File: src/hdl/drp_pkg.sv
package drp_pkg;

   // Largest ring supported by the descriptor table
   localparam int MAX_RING = 256;
   localparam int MaxRingLog2 = $clog2(MAX_RING + 1) - 1;
   localparam int RingLog2Cap = (MaxRingLog2 < 8) ? MaxRingLog2 : 8;

   // Result queue depth and its pointer width
   localparam int RspFifoDepth = 8;
   localparam int RspPtrWidth = $clog2(RspFifoDepth);

   // Descriptor flag bits
   localparam int DESC_FLAG_NEXT = 0;
   localparam int DESC_FLAG_WRITE = 1;

   // Configuration register indexes
   localparam logic REG_RING_SIZE_LOG2 = 1'b0;
   localparam logic REG_QUEUE_NUMBER = 1'b1;

   typedef enum logic [1:0] {
      KIND_DESC     = 2'd0,
      KIND_PUBLISH  = 2'd1,
      KIND_COMPLETE = 2'd2,
      KIND_REJECT   = 2'd3
   } kind_type;

   typedef struct packed {
      kind_type     kind;
      logic [7:0]   slot_index;
      logic [63:0]  desc_address;
      logic [31:0]  desc_length;
      logic [1:0]   desc_flags;
      logic [7:0]   next_index;
      logic [7:0]   head_index;
      logic [15:0]  available_count;
      logic [15:0]  tag;
      logic [15:0]  notify_queue;
      logic         last;
   } rsp_type;

   // Clamp the programmed log2 size to what the ring supports
   function automatic logic [3:0] ring_log2_eff(input logic [3:0] lg);
      logic [3:0] res;
      res = lg;
      if (lg > 4'(RingLog2Cap)) begin
         res = 4'(RingLog2Cap);
      end
      return res;
   endfunction

endpackage

File: src/hdl/drp_rsp_fifo.sv
module drp_rsp_fifo (
   input  logic                       clock,
   input  logic                       reset,
   input  logic [1:0]                 push_n,
   input  drp_pkg::rsp_type           push0,
   input  drp_pkg::rsp_type           push1,
   input  logic                       pop,
   output drp_pkg::rsp_type           head,
   output logic [drp_pkg::RspPtrWidth:0] count
);
   import drp_pkg::*;

   rsp_type                 mem_ff [RspFifoDepth];
   logic [RspPtrWidth-1:0]  wr_ptr_ff;
   logic [RspPtrWidth-1:0]  rd_ptr_ff;
   logic [RspPtrWidth:0]    count_ff;
   logic [RspPtrWidth:0]    count_in;
   logic                    pop_ok;

   assign pop_ok = pop && (count_ff != '0);
   assign count_in = count_ff + (RspPtrWidth + 1)'(push_n) - (RspPtrWidth + 1)'(pop_ok);
   assign head = mem_ff[rd_ptr_ff];
   assign count = count_ff;

   // Advance pointers and occupancy
   always_ff @(posedge clock) begin
      if (reset) begin
         wr_ptr_ff <= '0;
         rd_ptr_ff <= '0;
         count_ff <= '0;
      end else begin
         wr_ptr_ff <= wr_ptr_ff + RspPtrWidth'(push_n);
         rd_ptr_ff <= rd_ptr_ff + RspPtrWidth'(pop_ok);
         count_ff <= count_in;
      end
   end

   // Store up to two results per cycle
   always_ff @(posedge clock) begin
      if (push_n != 2'd0) begin
         mem_ff[wr_ptr_ff] <= push0;
      end
      if (push_n == 2'd2) begin
         mem_ff[wr_ptr_ff + RspPtrWidth'(1)] <= push1;
      end
   end

endmodule

File: config.mk
export PLATFORM = sky130hd
export DESIGN_NAME = drp_rsp_fifo
export DESIGN_NICKNAME = d
export VERILOG_FILES = /design/src/hdl/drp_pkg.sv /design/src/hdl/drp_rsp_fifo.sv
export SDC_FILE = /design/constraint.sdc
export NUM_CORES = 2
export LEC_CHECK = 0
export ABC_CLOCK_PERIOD_IN_PS = 14100
export BUFFER_PORTS_ARGS = -buffer_cell sky130_fd_sc_hd__buf_4
export CORE_MARGIN = 4
export CORE_UTILIZATION = 33
export DETAILED_ROUTE_END_ITERATION = 10
export GPL_TIMING_DRIVEN = 0
export PLACE_DENSITY_LB_ADDON = 0.1
export SYNTH_ARGS = -nofsm -noshare
export SYNTH_HDL_FRONTEND = slang
export SYNTH_SLANG_ARGS = --single-unit
File: constraint.sdc
create_clock -name clock -period 14.1 [get_ports clock]
set_input_delay 1.41 -clock clock [delete_from_list [all_inputs] [get_ports clock]]
set_output_delay 1.41 -clock clock [all_outputs]
set_load 0.1 [all_outputs]
==> flow_metrics.env <==
export IMPL_worst_r2r_path_depth=11
export IMPL_p_leak_nw=28.1
export IMPL_yosysWarnings=0
export IMPL_cts_buffers_inserted=169
export IMPL_r2r_end="mem_ff[3][125]"
export IMPL_synth_area_leaders="edfxtp_1 (60%), mux2_2 (25%), mux4_2 (11%), buf_6 (0.94%), buf_2 (0.92%)"
export IMPL_fin_crit_ns=5.14
export IMPL_slowest_delay_ns=0.85
export IMPL_dieArea_sq_mm=0.217
export IMPL_outcome="completed"
export IMPL_drt_iter0_drc=3146
export IMPL_syn_area_sq_mm=0.0691
export IMPL_skew_ns=0.0500
export IMPL_seq_area_sq_mm=0.0418
export IMPL_grt_max_degree=21
export IMPL_synth_cells=3619
export IMPL_max_freq_mhz=195
export IMPL_antenna_left=0
export IMPL_cts_tree="done"
export IMPL_wl_met3_um=12500
export IMPL_rsz0062_at_grt="false"
export IMPL_r2r_start="wr_ptr_ff[1]"
export IMPL_worstPathRequired_ns=12.69
export IMPL_path_max_fanout=10
export IMPL_drc=0
export IMPL_synth_async_sr_flop_share=0
export IMPL_drive_above_1_share=0.648
export IMPL_p_comb_frac=0.333
export IMPL_placementRows=167
export IMPL_cts_resized=0
export IMPL_post_dp_cell_area_sq_mm=0.0789
export IMPL_syn2layout_area_growth_pct=21.7
export IMPL_switching_share=0.364
export IMPL_met2_wirelength_um=109000
export IMPL_cts_max_level=4
export IMPL_drt_total_wl_um=229000
export IMPL_setup_violations=0
export IMPL_worstSetupPathType="flip-flop to primary output"
export IMPL_internal_power_w=0.00880
export IMPL_core_sq_mm=0.208
export IMPL_p_per_area_mw_per_mm2=164
export IMPL_finalMaxSlewViolations=0
export IMPL_crit_buf_inv=4
export IMPL_syn_area_per_cell_sq_um=19.1
export IMPL_ir_worst_vdd_uv=219
export IMPL_ys_seq_area_frac=0.604
export IMPL_slew_limit_headroom=0.139
export IMPL_finish_utilization=0.405
export IMPL_grt_overflow_total=0
export IMPL_startpoint_type="flip-flop"
export IMPL_wl_per_cell_um=31.0
export IMPL_synth_cell_types=30
export IMPL_place_congestion=0.725
export IMPL_critPathSlowestCell="clkbuf_1"
export IMPL_grt_usage=0.208
export IMPL_io_buffers=527
export IMPL_die_w_um=466
export IMPL_routed_via_count=38253
export IMPL_grt_pass1_wl_um=320000
export IMPL_first_global_vias=40573
export IMPL_p_clk_frac=0.301
export IMPL_n_fill_cell=19035
export IMPL_post_cts_setup_buffers=0
export IMPL_topRoutingLayerUsed="met5"
export IMPL_min_path_type="flip-flop to flip-flop"
export IMPL_cts_sinks=1394
export IMPL_holdPathEnd="rd_ptr_ff[1]"
export IMPL_synthFlopType="edfxtp_1"
export IMPL_vias_per_cell=5.19
export IMPL_final_area_sq_mm=0.0841
export IMPL_multi_input_area_sq_mm=0.0259
export IMPL_cap_viol_max_count=0
export IMPL_cts_buffer_depth=3
export IMPL_fin_crit_sh=0.364
export IMPL_cts_root_buf="clkbuf_16"
export IMPL_hold_buffers=0
export IMPL_start_util=0.333
export IMPL_cp_end_kind="primary output"
export IMPL_met1_length_um=101000
export IMPL_ys_seq_elements=1394
export IMPL_insertion_delay_ns=0.82
export IMPL_post_dp_hpwl_um=152000
export IMPL_critPathTopFamily="buffers and inverters"
export IMPL_arrival_ns=3.73
export IMPL_p_seq_frac=0.366
export IMPL_hold_viol=0
export IMPL_clkTransAtPathRegs_ns=0.05
export IMPL_antenna_found_initial=64
export IMPL_hp_start="rd_ptr_ff[1]"
export IMPL_syn_num_nets=3982
export IMPL_crit_chain="buf_2, clkbuf_2, clkbuf_1, mux4_2, mux2_2, buf_4"
export IMPL_whs_path_depth=2
export IMPL_synth_top_cell_area_share=0.601
export IMPL_die_y_um=466
export IMPL_synth_top_area_cell="edfxtp_1"
export IMPL_synth_edff_count=1384
export IMPL_drtPass1Iterations=5
export IMPL_nNetsFinal=4785
export IMPL_reg2reg_slack_ns=10.15
export IMPL_pin_count=528
export IMPL_power_switching_w=0.00503
export IMPL_worst_slew_pin_transition_ns=1.29
[cell usage after synthesis, drive strengths merged, types with 2 or more instances]
master and instances:
nor2b 4, o22ai 2, nand2 6, nor2 8, nand3 3, buf 199, inv 13, ha 10
fa 2, nand2b 2, dfxtp 10, mux2 1557, o31ai 2, xor2 3, a21oi 2, clkbuf 52
mux4 346, xnor2 2, edfxtp 1384, o21ai 5
[logic make-up (layout without fill, tap and decap cells)]
family	after synthesis	in the layout	synth area share
AO/OA/AOI/OAI	14	14	0.00123
XOR/XNOR	5	5	0.000634
adder cells (fa/ha/maj)	12	12	0.00239
buffers and inverters	264	1196	0.0232
flip-flops	1394	1394	0.604
multiplexers	1903	1903	0.366
other	0	35	0
AND/OR/NAND/NOR	27	27	0.00203
[worst register-to-register path, cell delays in order, from the launching register on]
cell and delay [ns]:
dfxtp_1 0.40, ha_1 0.26, xnor2_1 0.47, nand3_1 0.24
buf_2 0.35, buf_2 0.36, o21ai_4 0.41, buf_12 0.28
buf_12 0.21, buf_12 0.23, buf_12 0.21, buf_12 0.20
[power groups by stage]
stage,sequential (W),combinational [W],clock (W)
2_1_floorplan,0.00531,0.00317,0
6_report,0.00507,0.00461,0.00416
5_1_grt,0.00509,0.00479,0.00445
4_1_cts,0.00507,0.00469,0.00428
3_3_place_gp,0.00554,0.00448,0
3_5_place_dp,0.00515,0.00467,0
[worst max-delay path by stage]
stage | cells past startpoint | endpoint | start
2_1_floorplan | 2 | mem_ff[5][0] | push_n[1]
3_3_place_gp | 3 | mem_ff[7][61] | push_n[0]
3_5_place_dp | 11 | mem_ff[3][64] | push_n[0]
4_1_cts | 4 | head[107] | rd_ptr_ff[0]
5_1_grt | 4 | head[107] | rd_ptr_ff[0]
6_report | 6 | head[142] | rd_ptr_ff[2]
[layout make-up]
class	instances	share of cell area
Inverter	13	0.000580
Timing Repair Buffer	632	0.0737
Tap cell	2788	0.0415
Multi-Input combinational cell	1961	0.307
Antenna cell	35	0.00104
Clock inverter	67	0.00729
Sequential cell	1394	0.496
Buffer	251	0.0186
Clock buffer	233	0.0537
[metrics by stage]
stage	std cells	setup slack (ns)	hold WS, ns	power, W	TNS, ns
floorplan	3619	-0.524	0.554	0.00848	-354.40
global placement	6934	-18.98	0.569	0.0100	-
detailed placement	7039	9.44	0.587	0.00983	0
CTS	7339	8.74	0.598	0.0140	0
global route	7348	8.78	0.625	0.0143	0
finish	7374	8.96	0.591	0.0138	0
[state kept, by name, indices dropped and copies added (netlist names)]
signal,cells
mem_ff,1384
count,4
rd_ptr_ff,3
wr_ptr_ff,3
[metal layers]
metal | vias up | global-route usage
met5 | - | 0
met4 | 20 | 0.0603
met2 | 1063 | 0.334
li1 | 16661 | -
met1 | 20176 | 0.286
met3 | 333 | 0.0411
[cell usage in the layout (no fill, tap or decap), types with 3 or more instances in the layout]
| master | instances |
|---|---|
| inv_16 | 3 |
| xor2_1 | 3 |
| mux4_2 | 346 |
| buf_4 | 532 |
| nor2_1 | 8 |
| edfxtp_1 | 1384 |
| inv_1 | 13 |
| clkinv_2 | 15 |
| bufinv_16 | 7 |
| buf_8 | 25 |
| buf_16 | 36 |
| clkbuf_2 | 8 |
| o21ai_4 | 4 |
| clkbuf_1 | 105 |
| buf_2 | 127 |
| diode_2 | 35 |
| clkbuf_16 | 171 |
| buf_12 | 44 |
| inv_6 | 5 |
| buf_1 | 9 |
| nand3_1 | 3 |
| nor2b_1 | 4 |
| nand2_1 | 6 |
| mux2_2 | 1557 |
| buf_6 | 58 |
| clkinv_8 | 4 |
| dfxtp_1 | 10 |
| ha_1 | 10 |
| clkinv_1 | 30 |
Note: power is estimated with default switching activity, not from simulation.
